### src/sv/spq_pkg.sv
package spq_pkg;

	localparam int CAPACITY_DEF   = 32;
	localparam int INDEX_BITS_DEF = 10;

	localparam int CMD_W    = 2;
	localparam int THREAD_W = 10;
	localparam int PRIO_W   = 8;
	localparam int STATUS_W = 2;
	localparam int COUNT_W  = 6;

	typedef enum logic [CMD_W-1:0] {
		CMD_INSERT = 2'd0,
		CMD_REMOVE = 2'd1,
		CMD_CLEAR  = 2'd2,
		CMD_NOP    = 2'd3
	} cmd_t;

	typedef enum logic [STATUS_W-1:0] {
		ST_DONE  = 2'd0,
		ST_EMPTY = 2'd1,
		ST_FULL  = 2'd2
	} status_t;

	// Shift control broadcast to every cell of the row.
	typedef struct packed {
		logic              ins;
		logic              rem;
		logic [PRIO_W-1:0] new_prio;
	} cell_ctrl_t;

endpackage

### src/sv/spq_req_if.sv
interface spq_req_if;
	import spq_pkg::*;

	logic                valid;
	logic                ready;
	logic [CMD_W-1:0]    cmd;
	logic [THREAD_W-1:0] thread_index;
	logic [PRIO_W-1:0]   priority_req;

	modport source (output valid, output cmd, output thread_index, output priority_req,
		input ready);
	modport sink (input valid, input cmd, input thread_index, input priority_req,
		output ready);

endinterface

### src/sv/spq_rsp_if.sv
interface spq_rsp_if;
	import spq_pkg::*;

	logic                valid;
	logic                ready;
	logic [STATUS_W-1:0] status;
	logic [THREAD_W-1:0] removed_index;
	logic [PRIO_W-1:0]   top_priority;
	logic                is_empty;
	logic [COUNT_W-1:0]  entry_count;

	modport source (output valid, output status, output removed_index, output top_priority,
		output is_empty, output entry_count, input ready);
	modport sink (input valid, input status, input removed_index, input top_priority,
		input is_empty, input entry_count, output ready);

endinterface

### src/sv/stable_priority_queue_core.sv
// The result of a request is captured in the output register when the request is accepted.
// Throughput: one request per cycle while the response side is ready; every cell of the row shifts in the same cycle,
// and a new request is taken in the cycle in which the previous result leaves the output register.
// Reset clears the entry count and the output valid; slot contents are not cleared,
// since only slots below the count are ever read. There is no clearing pass.
module stable_priority_queue_core #(
	parameter int CAPACITY   = spq_pkg::CAPACITY_DEF,
	parameter int INDEX_BITS = spq_pkg::INDEX_BITS_DEF
) (
	input  logic  clk,
	input  logic  arst_n,
	spq_req_if.sink   req,
	spq_rsp_if.source rsp
);
	import spq_pkg::*;

	localparam int CW = $clog2(CAPACITY + 1);

	logic [CW-1:0]         count_q;
	logic [CW-1:0]         count_nxt;
	logic                  out_valid_q;
	logic [STATUS_W-1:0]   status_q;
	logic [THREAD_W-1:0]   removed_q;
	logic [PRIO_W-1:0]     top_q;
	logic                  empty_q;
	logic [COUNT_W-1:0]    entry_count_q;

	logic                  accept;
	logic                  full;
	cell_ctrl_t            ctrl;
	status_t               status_nxt;
	logic [THREAD_W-1:0]   removed_nxt;
	logic [PRIO_W-1:0]     top_nxt;
	logic [INDEX_BITS-1:0] new_thread;

	logic [PRIO_W-1:0]     prio_w   [CAPACITY];
	logic [INDEX_BITS-1:0] thread_w [CAPACITY];
	logic                  ahead_w  [CAPACITY];

	assign req.ready  = !out_valid_q || rsp.ready;
	assign accept     = req.valid && req.ready;
	assign full       = count_q >= CW'(CAPACITY);
	assign new_thread = INDEX_BITS'(req.thread_index);

	always_comb begin
		ctrl.ins      = 1'b0;
		ctrl.rem      = 1'b0;
		ctrl.new_prio = req.priority_req;
		count_nxt     = count_q;
		status_nxt    = ST_DONE;
		removed_nxt   = '0;
		unique case (cmd_t'(req.cmd))
			CMD_INSERT: begin
				if (full) begin
					status_nxt = ST_FULL;
				end else begin
					ctrl.ins  = accept;
					count_nxt = count_q + CW'(1);
				end
			end
			CMD_REMOVE: begin
				if (count_q == '0) begin
					status_nxt = ST_EMPTY;
				end else begin
					ctrl.rem    = accept;
					count_nxt   = count_q - CW'(1);
					removed_nxt = THREAD_W'(thread_w[0]);
				end
			end
			CMD_CLEAR: begin
				count_nxt = '0;
			end
			default: begin
			end
		endcase

		// Priority that will sit in the head cell after this request.
		if (count_nxt == '0) begin
			top_nxt = '0;
		end else if (cmd_t'(req.cmd) == CMD_INSERT && !full && ahead_w[0]) begin
			top_nxt = req.priority_req;
		end else if (cmd_t'(req.cmd) == CMD_REMOVE) begin
			top_nxt = prio_w[1];
		end else begin
			top_nxt = prio_w[0];
		end
	end

	for (genvar i = 0; i < CAPACITY; i++) begin : g_cell
		logic                  bl;
		logic [PRIO_W-1:0]     lp;
		logic [INDEX_BITS-1:0] lt;
		logic [PRIO_W-1:0]     rp;
		logic [INDEX_BITS-1:0] rt;

		if (i == 0) begin : g_head
			assign bl = 1'b0;
			assign lp = '0;
			assign lt = '0;
		end else begin : g_mid
			assign bl = ahead_w[i-1];
			assign lp = prio_w[i-1];
			assign lt = thread_w[i-1];
		end

		if (i == CAPACITY - 1) begin : g_tail
			assign rp = prio_w[i];
			assign rt = thread_w[i];
		end else begin : g_body
			assign rp = prio_w[i+1];
			assign rt = thread_w[i+1];
		end

		spq_cell #(
			.IDX (i),
			.CW  (CW),
			.TW  (INDEX_BITS)
		) u_cell (
			.clk          (clk),
			.ctrl         (ctrl),
			.count        (count_q),
			.new_thread   (new_thread),
			.ahead_left   (bl),
			.left_prio    (lp),
			.left_thread  (lt),
			.right_prio   (rp),
			.right_thread (rt),
			.ahead        (ahead_w[i]),
			.prio         (prio_w[i]),
			.thread       (thread_w[i])
		);
	end

	always_ff @(posedge clk or negedge arst_n) begin
		if (!arst_n) begin
			count_q     <= '0;
			out_valid_q <= 1'b0;
		end else begin
			if (accept) begin
				count_q     <= count_nxt;
				out_valid_q <= 1'b1;
			end else if (rsp.ready) begin
				out_valid_q <= 1'b0;
			end
		end
	end

	always_ff @(posedge clk) begin
		if (accept) begin
			status_q      <= status_nxt;
			removed_q     <= removed_nxt;
			top_q         <= top_nxt;
			empty_q       <= count_nxt == '0;
			entry_count_q <= COUNT_W'(count_nxt);
		end
	end

	assign rsp.valid         = out_valid_q;
	assign rsp.status        = status_q;
	assign rsp.removed_index = removed_q;
	assign rsp.top_priority  = top_q;
	assign rsp.is_empty      = empty_q;
	assign rsp.entry_count   = entry_count_q;

	a_count_bound: assert property (@(posedge clk) disable iff (!arst_n)
		count_q <= CW'(CAPACITY))
		else $error("entry count above capacity");

	a_insert_grows: assert property (@(posedge clk) disable iff (!arst_n)
		accept && cmd_t'(req.cmd) == CMD_INSERT && !full |=> count_q == $past(count_q) + CW'(1))
		else $error("insert did not grow the queue");

	a_empty_flag: assert property (@(posedge clk) disable iff (!arst_n)
		out_valid_q |-> (empty_q == (count_q == '0)))
		else $error("empty flag disagrees with entry count");

	a_removed_zero: assert property (@(posedge clk) disable iff (!arst_n)
		out_valid_q && status_q != ST_DONE |-> removed_q == '0)
		else $error("removed index set on a failed request");

endmodule

### src/sv/spq_cell.sv
module spq_cell #(
	parameter int IDX = 0,
	parameter int CW  = 6,
	parameter int TW  = 10
) (
	input  logic                      clk,
	input  spq_pkg::cell_ctrl_t       ctrl,
	input  logic [CW-1:0]             count,
	input  logic [TW-1:0]             new_thread,
	input  logic                      ahead_left,
	input  logic [spq_pkg::PRIO_W-1:0] left_prio,
	input  logic [TW-1:0]             left_thread,
	input  logic [spq_pkg::PRIO_W-1:0] right_prio,
	input  logic [TW-1:0]             right_thread,
	output logic                      ahead,
	output logic [spq_pkg::PRIO_W-1:0] prio,
	output logic [TW-1:0]             thread
);
	import spq_pkg::*;

	logic [PRIO_W-1:0] prio_q;
	logic [TW-1:0]     thread_q;
	logic              occupied;

	assign occupied = CW'(IDX) < count;

	// The new entry belongs ahead of this cell unless this cell holds an entry
	// of equal or higher priority.
	assign ahead  = !(occupied && (prio_q >= ctrl.new_prio));
	assign prio   = prio_q;
	assign thread = thread_q;

	always_ff @(posedge clk) begin
		if (ctrl.ins && ahead) begin
			if (ahead_left) begin
				prio_q   <= left_prio;
				thread_q <= left_thread;
			end else begin
				prio_q   <= ctrl.new_prio;
				thread_q <= new_thread;
			end
		end else if (ctrl.rem) begin
			prio_q   <= right_prio;
			thread_q <= right_thread;
		end
	end

endmodule
### src/flat_wrapper.sv
// flat-port wrapper written by rule: the top's interface ports become plain ports
module stable_priority_queue_core_flat import spq_pkg::*;
#(
	parameter int CAPACITY   = spq_pkg::CAPACITY_DEF,
	parameter int INDEX_BITS = spq_pkg::INDEX_BITS_DEF
)
  (clk, arst_n, req_valid, req_cmd, req_thread_index, req_priority_req, req_ready, rsp_valid, rsp_status, rsp_removed_index, rsp_top_priority, rsp_is_empty, rsp_entry_count, rsp_ready);
  spq_req_if req_i ();
  spq_rsp_if rsp_i ();
  input  logic clk;
  input  logic arst_n;
  input wire logic [$bits(req_i.valid)-1:0] req_valid;
  input wire logic [$bits(req_i.cmd)-1:0] req_cmd;
  input wire logic [$bits(req_i.thread_index)-1:0] req_thread_index;
  input wire logic [$bits(req_i.priority_req)-1:0] req_priority_req;
  output wire logic [$bits(req_i.ready)-1:0] req_ready;
  output wire logic [$bits(rsp_i.valid)-1:0] rsp_valid;
  output wire logic [$bits(rsp_i.status)-1:0] rsp_status;
  output wire logic [$bits(rsp_i.removed_index)-1:0] rsp_removed_index;
  output wire logic [$bits(rsp_i.top_priority)-1:0] rsp_top_priority;
  output wire logic [$bits(rsp_i.is_empty)-1:0] rsp_is_empty;
  output wire logic [$bits(rsp_i.entry_count)-1:0] rsp_entry_count;
  input wire logic [$bits(rsp_i.ready)-1:0] rsp_ready;
  assign req_i.valid = req_valid;
  assign req_i.cmd = req_cmd;
  assign req_i.thread_index = req_thread_index;
  assign req_i.priority_req = req_priority_req;
  assign req_ready = req_i.ready;
  assign rsp_valid = rsp_i.valid;
  assign rsp_status = rsp_i.status;
  assign rsp_removed_index = rsp_i.removed_index;
  assign rsp_top_priority = rsp_i.top_priority;
  assign rsp_is_empty = rsp_i.is_empty;
  assign rsp_entry_count = rsp_i.entry_count;
  assign rsp_i.ready = rsp_ready;
  stable_priority_queue_core #(.CAPACITY(CAPACITY), .INDEX_BITS(INDEX_BITS)) u_core (.clk(clk), .arst_n(arst_n), .req(req_i), .rsp(rsp_i));
endmodule
### config.mk
export PLATFORM = sky130hd
export DESIGN_NAME = stable_priority_queue_core_flat
export DESIGN_NICKNAME = d
export VERILOG_FILES = /design/src/sv/spq_pkg.sv /design/src/sv/spq_req_if.sv /design/src/sv/spq_rsp_if.sv /design/src/sv/stable_priority_queue_core.sv /design/src/sv/spq_cell.sv /design/src/flat_wrapper.sv
export SDC_FILE = /design/constraint.sdc
export NUM_CORES = 2
export LEC_CHECK = 0
export ABC_AREA = 1
export BUFFER_PORTS_ARGS = -buffer_cell sky130_fd_sc_hd__buf_2
export CORE_UTILIZATION = 35
export CTS_BUF_LIST = sky130_fd_sc_hd__clkbuf_8 sky130_fd_sc_hd__clkbuf_16
export CTS_CLUSTER_SIZE = 30
export DETAILED_ROUTE_END_ITERATION = 6
export PLACE_DENSITY = 0.6
export REMOVE_ABC_BUFFERS = 1
export SLEW_MARGIN = 0
export SYNTH_ARGS = -nofsm -noshare
export SYNTH_HDL_FRONTEND = slang
export SYNTH_HIERARCHICAL = 1
export SYNTH_SLANG_ARGS = --single-unit
### constraint.sdc
create_clock -name clk -period 4.8 [get_ports clk]
set_clock_uncertainty 0.05 [all_clocks]
set_input_delay 0.48 -clock clk [delete_from_list [all_inputs] [get_ports clk]]
set_output_delay 0.48 -clock clk [all_outputs]
set_load 0.02 [all_outputs]
== Word-level counts from Yosys, hierarchy flattened ==
Index checks and enable logic that the tools add are counted.

* Divide/modulo/power cells: 0
* Reductions and logical operators: 138
* Add/sub/neg operators: 2
* $mul: 0
* Bitwise logic cells: 1
* Shifts and indexed selects: 0
* Mux-type cells: 200
* $lt $le $gt $ge: 65
* Eq/ne operators: 2

{| class="wikitable"
|+ Operator list
! cell !! number
|-
| $mux 10 || 93
|-
| $mux 8 || 95
|-
| $ge 8x8->1 || 32
|-
| $lt 5x6->1 const A || 16
|-
| $logic_and 1x1->1 || 67
|-
| $reduce_bool 2->1 || 32
|-
| $lt 4x6->1 const A || 8
|-
| $logic_not 1->1 || 34
|-
| $lt 3x6->1 const A || 4
|-
| $pmux 6 s3 || 1
|-
| $logic_not 6->1 || 2
|-
| $lt 1x6->1 const A || 2
|-
| $lt 2x6->1 const A || 2
|-
| $mux 6 || 2
|-
| $mux 1 || 7
|-
| $add 6x1->6 const B || 1
|-
| $ge 6x6->1 const B || 1
|-
| $sub 6x1->6 const B || 1
|-
| $pmux 2 s2 || 1
|-
| $eq 2x1->1 const B || 1
|-
| $eq 2x2->1 const B || 1
|-
| $logic_not 2->1 || 1
|-
| $mux 2 || 1
|-
| $reduce_or 2->1 || 1
|-
| other kinds (2) || 2
|}

* Flip-flop bits (word level): 610
* Latch bits: 0
* Bits in read-only memories: 0
* RAM bits: 0
* Output and inout port bits: 29
* Memories: 0
* Input bits: 24
* Word-level logic and storage cells: 479

== Longest topological paths before layout ==
* Depth after elaboration: 7
* Gate-level depth with buffers: 18
* Mapped depth without buffers: 14

== Hierarchy ==
The synthesis kept the hierarchy.

{| class="wikitable"
|+ Modules (own cells, without submodules)
! module !! area each (um^2) !! seq. area each (um^2) !! times used !! cells an instance
|-
| spq_cell at u_core.g_cell[21].u_cell ... || 1343.8 || 540.5 || 5 || 147
|-
| spq_cell at u_core.g_cell[0].u_cell ... || 1341.3 || 540.5 || 5 || 147
|-
| spq_cell at u_core.g_cell[13].u_cell ... || 1340.0 || 540.5 || 5 || 147
|-
| spq_cell at u_core.g_cell[12].u_cell ... || 1342.5 || 540.5 || 4 || 147
|-
| spq_cell at u_core.g_cell[16].u_cell ... || 1347.5 || 540.5 || 2 || 148
|-
| spq_cell at u_core.g_cell[23].u_cell ... || 1336.3 || 540.5 || 2 || 145
|-
| stable_priority_queue_core || 1869.3 || 985.9 || 1 || 220
|-
| spq_cell at u_core.g_cell[20].u_cell || 1348.8 || 540.5 || 1 || 149
|-
| spq_cell at u_core.g_cell[22].u_cell || 1348.8 || 540.5 || 1 || 148
|-
| spq_cell at u_core.g_cell[10].u_cell || 1347.5 || 540.5 || 1 || 149
|-
| spq_cell at u_core.g_cell[29].u_cell || 1338.8 || 540.5 || 1 || 145
|-
| spq_cell at u_core.g_cell[3].u_cell || 1338.8 || 540.5 || 1 || 147
|-
| spq_cell at u_core.g_cell[11].u_cell || 1337.5 || 540.5 || 1 || 145
|-
| spq_cell at u_core.g_cell[15].u_cell || 1333.8 || 540.5 || 1 || 145
|-
| +2 rows || - || - || - || -
|}

== Worst setup path before layout ==
No wires, ideal clock.

* Kind: register -> register
* Start point: register u_core.count_q[5]
* End point: register u_core.g_cell[31].u_cell.prio_q[0] (enable)
* Buffers on the path: 2
* Required time: 4375 ps
* Arrival time: 3747 ps
* Cell stages (with the launch flop): 8
* Library setup time: 375 ps
* Setup slack: 629 ps
* Cell sequence: dfrtp_1 > inv_2 > nand2_1 > nor2_1 > clkbuf_8 > nand2_4 > buf_6 > nand2_1

{| class="wikitable"
|+ RTL lines
! what !! line !! RTL
|-
| start, declared || stable_priority_queue_core.sv:19 || <nowiki>logic [CW-1:0] count_q;</nowiki>
|-
| start signal, assigned || stable_priority_queue_core.sv:140 || <nowiki>count_q <= count_nxt;</nowiki>
|-
| end signal, assigned || spq_cell.sv:36 || <nowiki>prio_q <= left_prio;</nowiki>
|-
| end signal, assigned || spq_cell.sv:39 || <nowiki>prio_q <= ctrl.new_prio;</nowiki>
|-
| end signal, assigned || spq_cell.sv:43 || <nowiki>prio_q <= right_prio;</nowiki>
|-
| end, declared || spq_cell.sv:21 || <nowiki>logic [PRIO_W-1:0] prio_q;</nowiki>
|}

==> results.toml <==
[logic_synthesis]
synth_top_area_cell = "edfxtp_1"
ys_seq_area_share_pct = 40.9
yosysWarnings = 6
syn_area_per_cell_um2 = 9.10
netlist.area_leader.share_pct = 40.5
netlist_top_cells_area = "edfxtp_1, nand2_1, mux2_2"
syn_inst = 4916
ys.flop_type = "edfxtp_1"
ys_ff_latch = 610
yosysMostFrequentCell = "nand2_1"
synth_edf_count = 603
ys_types = 41
async_flop_share_pct = 1.15
synthesis.area_mm2 = 0.0447
yosys-top-cells-count = "nand2_1, edfxtp_1, inv_1"

[cts]
cts_root_buf = "clkbuf_16"
clkTransAtPathRegs_ns = 0.06
clock_path_buffers = 3
tritoncts = "done"
htree_num_levels = 3
clk_latency_ns = 0.63
cts_made_buffers = 75
cts.sinks = 610

[detailed_routing]
via_count = 33703
drt_iter0_drc = 2862
drtPass1Iterations = 6
routed_wl_mm = 118
ant_nets = 0
drc = 0
wl_per_cell_um = 17.7
via_per_inst = 5.09

[setup_path]
crit_top_cell = "inv_1"
cp-start-kind = "flop"
critical_path.max_fanout = 32
cp.arrival_ns = 3.75
cp-end-kind = "flop"
path_cells = "inv_1, ha_1, nand3_2, nand2_4, nor2_4, buf_12, inv_1, nand2_1"
path_delay_family = "simple AND/OR/NAND/NOR gates"
critPathMaxStageDelay_ns = 1.00
cp_slowest_cell = "dfrtp_1"
worst-setup-path-type = "flop to flop"
cp_num_buf_inv = 3
required_ns = 5.00

[placement]
portBuffers = 52
gp_congestion = 0.847
dp_hpwl_mm = 82.1
place_ws_ns = 1.01
dp_cells = 6487

[sta]
rsz0062_at_grt = "no"
hold_viol = 0
min_period_over_period_pct = 74.0
relSlewSlack_pct = 25.3
setup_viol = 0
tightest_slew_ns = 1.11
timing.final.ws_setup_ns = 1.25
finalMaxSlewViolations = 0
fmax_ghz = 0.281
fin_setup_tns_ns = 0
layout_min_cycle_time_ns = 3.55

[finish]
antenna_cells = 0
final_layout_size_suffix_gt1_share_pct = 20.8
area_growth_pct = 6.33
n_fill_cell = 12711
final_util_pct = 37.7
num-nets-final = 5198
finalNonFillerCells = 6626

[floorplan]
fp.dieW_um = 360
core_mm2 = 0.126
start_util_pct = 35.5
num_rows = 130
die_h_um = 360
die-area_mm2 = 0.129
ios = 53

[run_status]
outcome = "complete, no violations"

[global_route]
antenna_found_initial = 7
grt_max_degree = 77
grt_usage_pct = 17.8
grt_pass1_vias = 33743
grt_pass1_wl_mm = 188
overflow = 0

[power_and_ir_drop]
ir_drop_uv = 245
cellPowerDensity_mw_per_mm2 = 413
p_leak_uw = 0.0215

[worst_hold_path]
hold_path_class = "input port to flop"

[job]
maxCapViolCount = 0
==> final timing paths <==
kind	startpoint	to	slack (ns)	depth (start not counted)
hold / removal	rsp_ready	u_core/rsp.valid	0.09	4
max in group asynchronous	arst_n	u_core/count_q[5]	4.32	2
setup / recovery	u_core/count_q[0]	u_core/g_cell[28].u_cell/prio[1]	1.25	8
hold reg to reg	u_core/rsp.valid	u_core/rsp.valid	0.47	2
min in group asynchronous	arst_n	u_core/count_q[3]	0.18	2
setup reg to reg	u_core/count_q[0]	u_core/g_cell[28].u_cell/prio[1]	1.25	8
==> routing by layer <==
metal  vias to the layer above  wire length [um]  global-route usage [%]
met2                       830             54400                    29.3
met5                         -                57                       0
met3                       170              5710                    2.63
met4                        10              3160                    5.16
li1                      16522                 -                       -
met1                     16171             54200                    24.2
==> cells in the final DEF (no fill, tap or decap), drive strengths merged, types with 2 or more instances in the layout <==
cell	instances
conb	19
inv	440
nand2	1823
nand4	35
bufinv	7
ha	259
mux2	360
dfrtp	7
clkinv	35
o21ai	237
nand3	627
clkbuf	84
edfxtp	603
a21o	36
nor3	6
o21bai	6
nor2	147
buf	162
a21oi	69
o31ai	2
nor4	2
==> cell families after synthesis <==
group,count (synthesis),share of synthesized area [%]
and+or+nand+nor,2642,28.3
other,1,0.00838
adders and majority gates,259,7.24
DFF,610,40.9
buffers and inverters,688,10.3
muxes,360,9.06
AOI/OAI and AO/OA,355,4.27
xor gates and xnor gates,1,0.0196
==> flip-flops by register name, indices dropped and copies added (netlist names) <==
register,count
u_core/rsp.status,2
u_core/rsp.entry_count,6
u_core/rsp.removed_index,10
u_core/rsp.valid,1
u_core/g_cell.u_cell/thread,320
u_core/g_cell.u_cell/prio,256
u_core/rsp.top_priority,8
u_core/rsp.is_empty,1
u_core/count_q,6
==> area by class of cell <==
type / instances / area [um2] / share of cell area [%]
multi-input cells: 3636 / 22000 / 46.1
flip-flops and latches: 610 / 18300 / 38.4
well taps: 1650 / 2060 / 4.34
clock buffers: 84 / 2020 / 4.25
inverters: 429 / 1610 / 3.38
repair buffers: 163 / 1200 / 2.52
clock inverters: 54 / 447 / 0.939
==> per-stage QoR <==
stage / hold slack, ns / total power (uW) / instance area (um2)
6_report: 0.0918 / 19700 / 47600
5_1_grt: 0.101 / 20800 / 47600
3_3_place_gp: 0.299 / 13900 / 45100
4_1_cts: 0.0561 / 19800 / 47600
2_1_floorplan: 0.134 / 12300 / 41800
3_5_place_dp: 0.298 / 13900 / 45100
==> power breakdown <==
part	internal, uW	leakage (uW)	switching [uW]
clock network	3400	0.00126	2360
logic	2290	0.0146	4140
registers	6830	0.00565	635
total	12500	0.0215	7130
==> worst min-delay path: stages <==
cell     delay [ns]
buf_2          0.07
inv_1          0.03
nand2_1        0.08
nand2_1        0.06
==> what timing repair did <==
action                    CTS  global route
hold endpoints to repair    7             0
gates resized for setup     0             0
setup buffers               0             0
hold buffers                1             0
(Power assumes the default switching activity.)
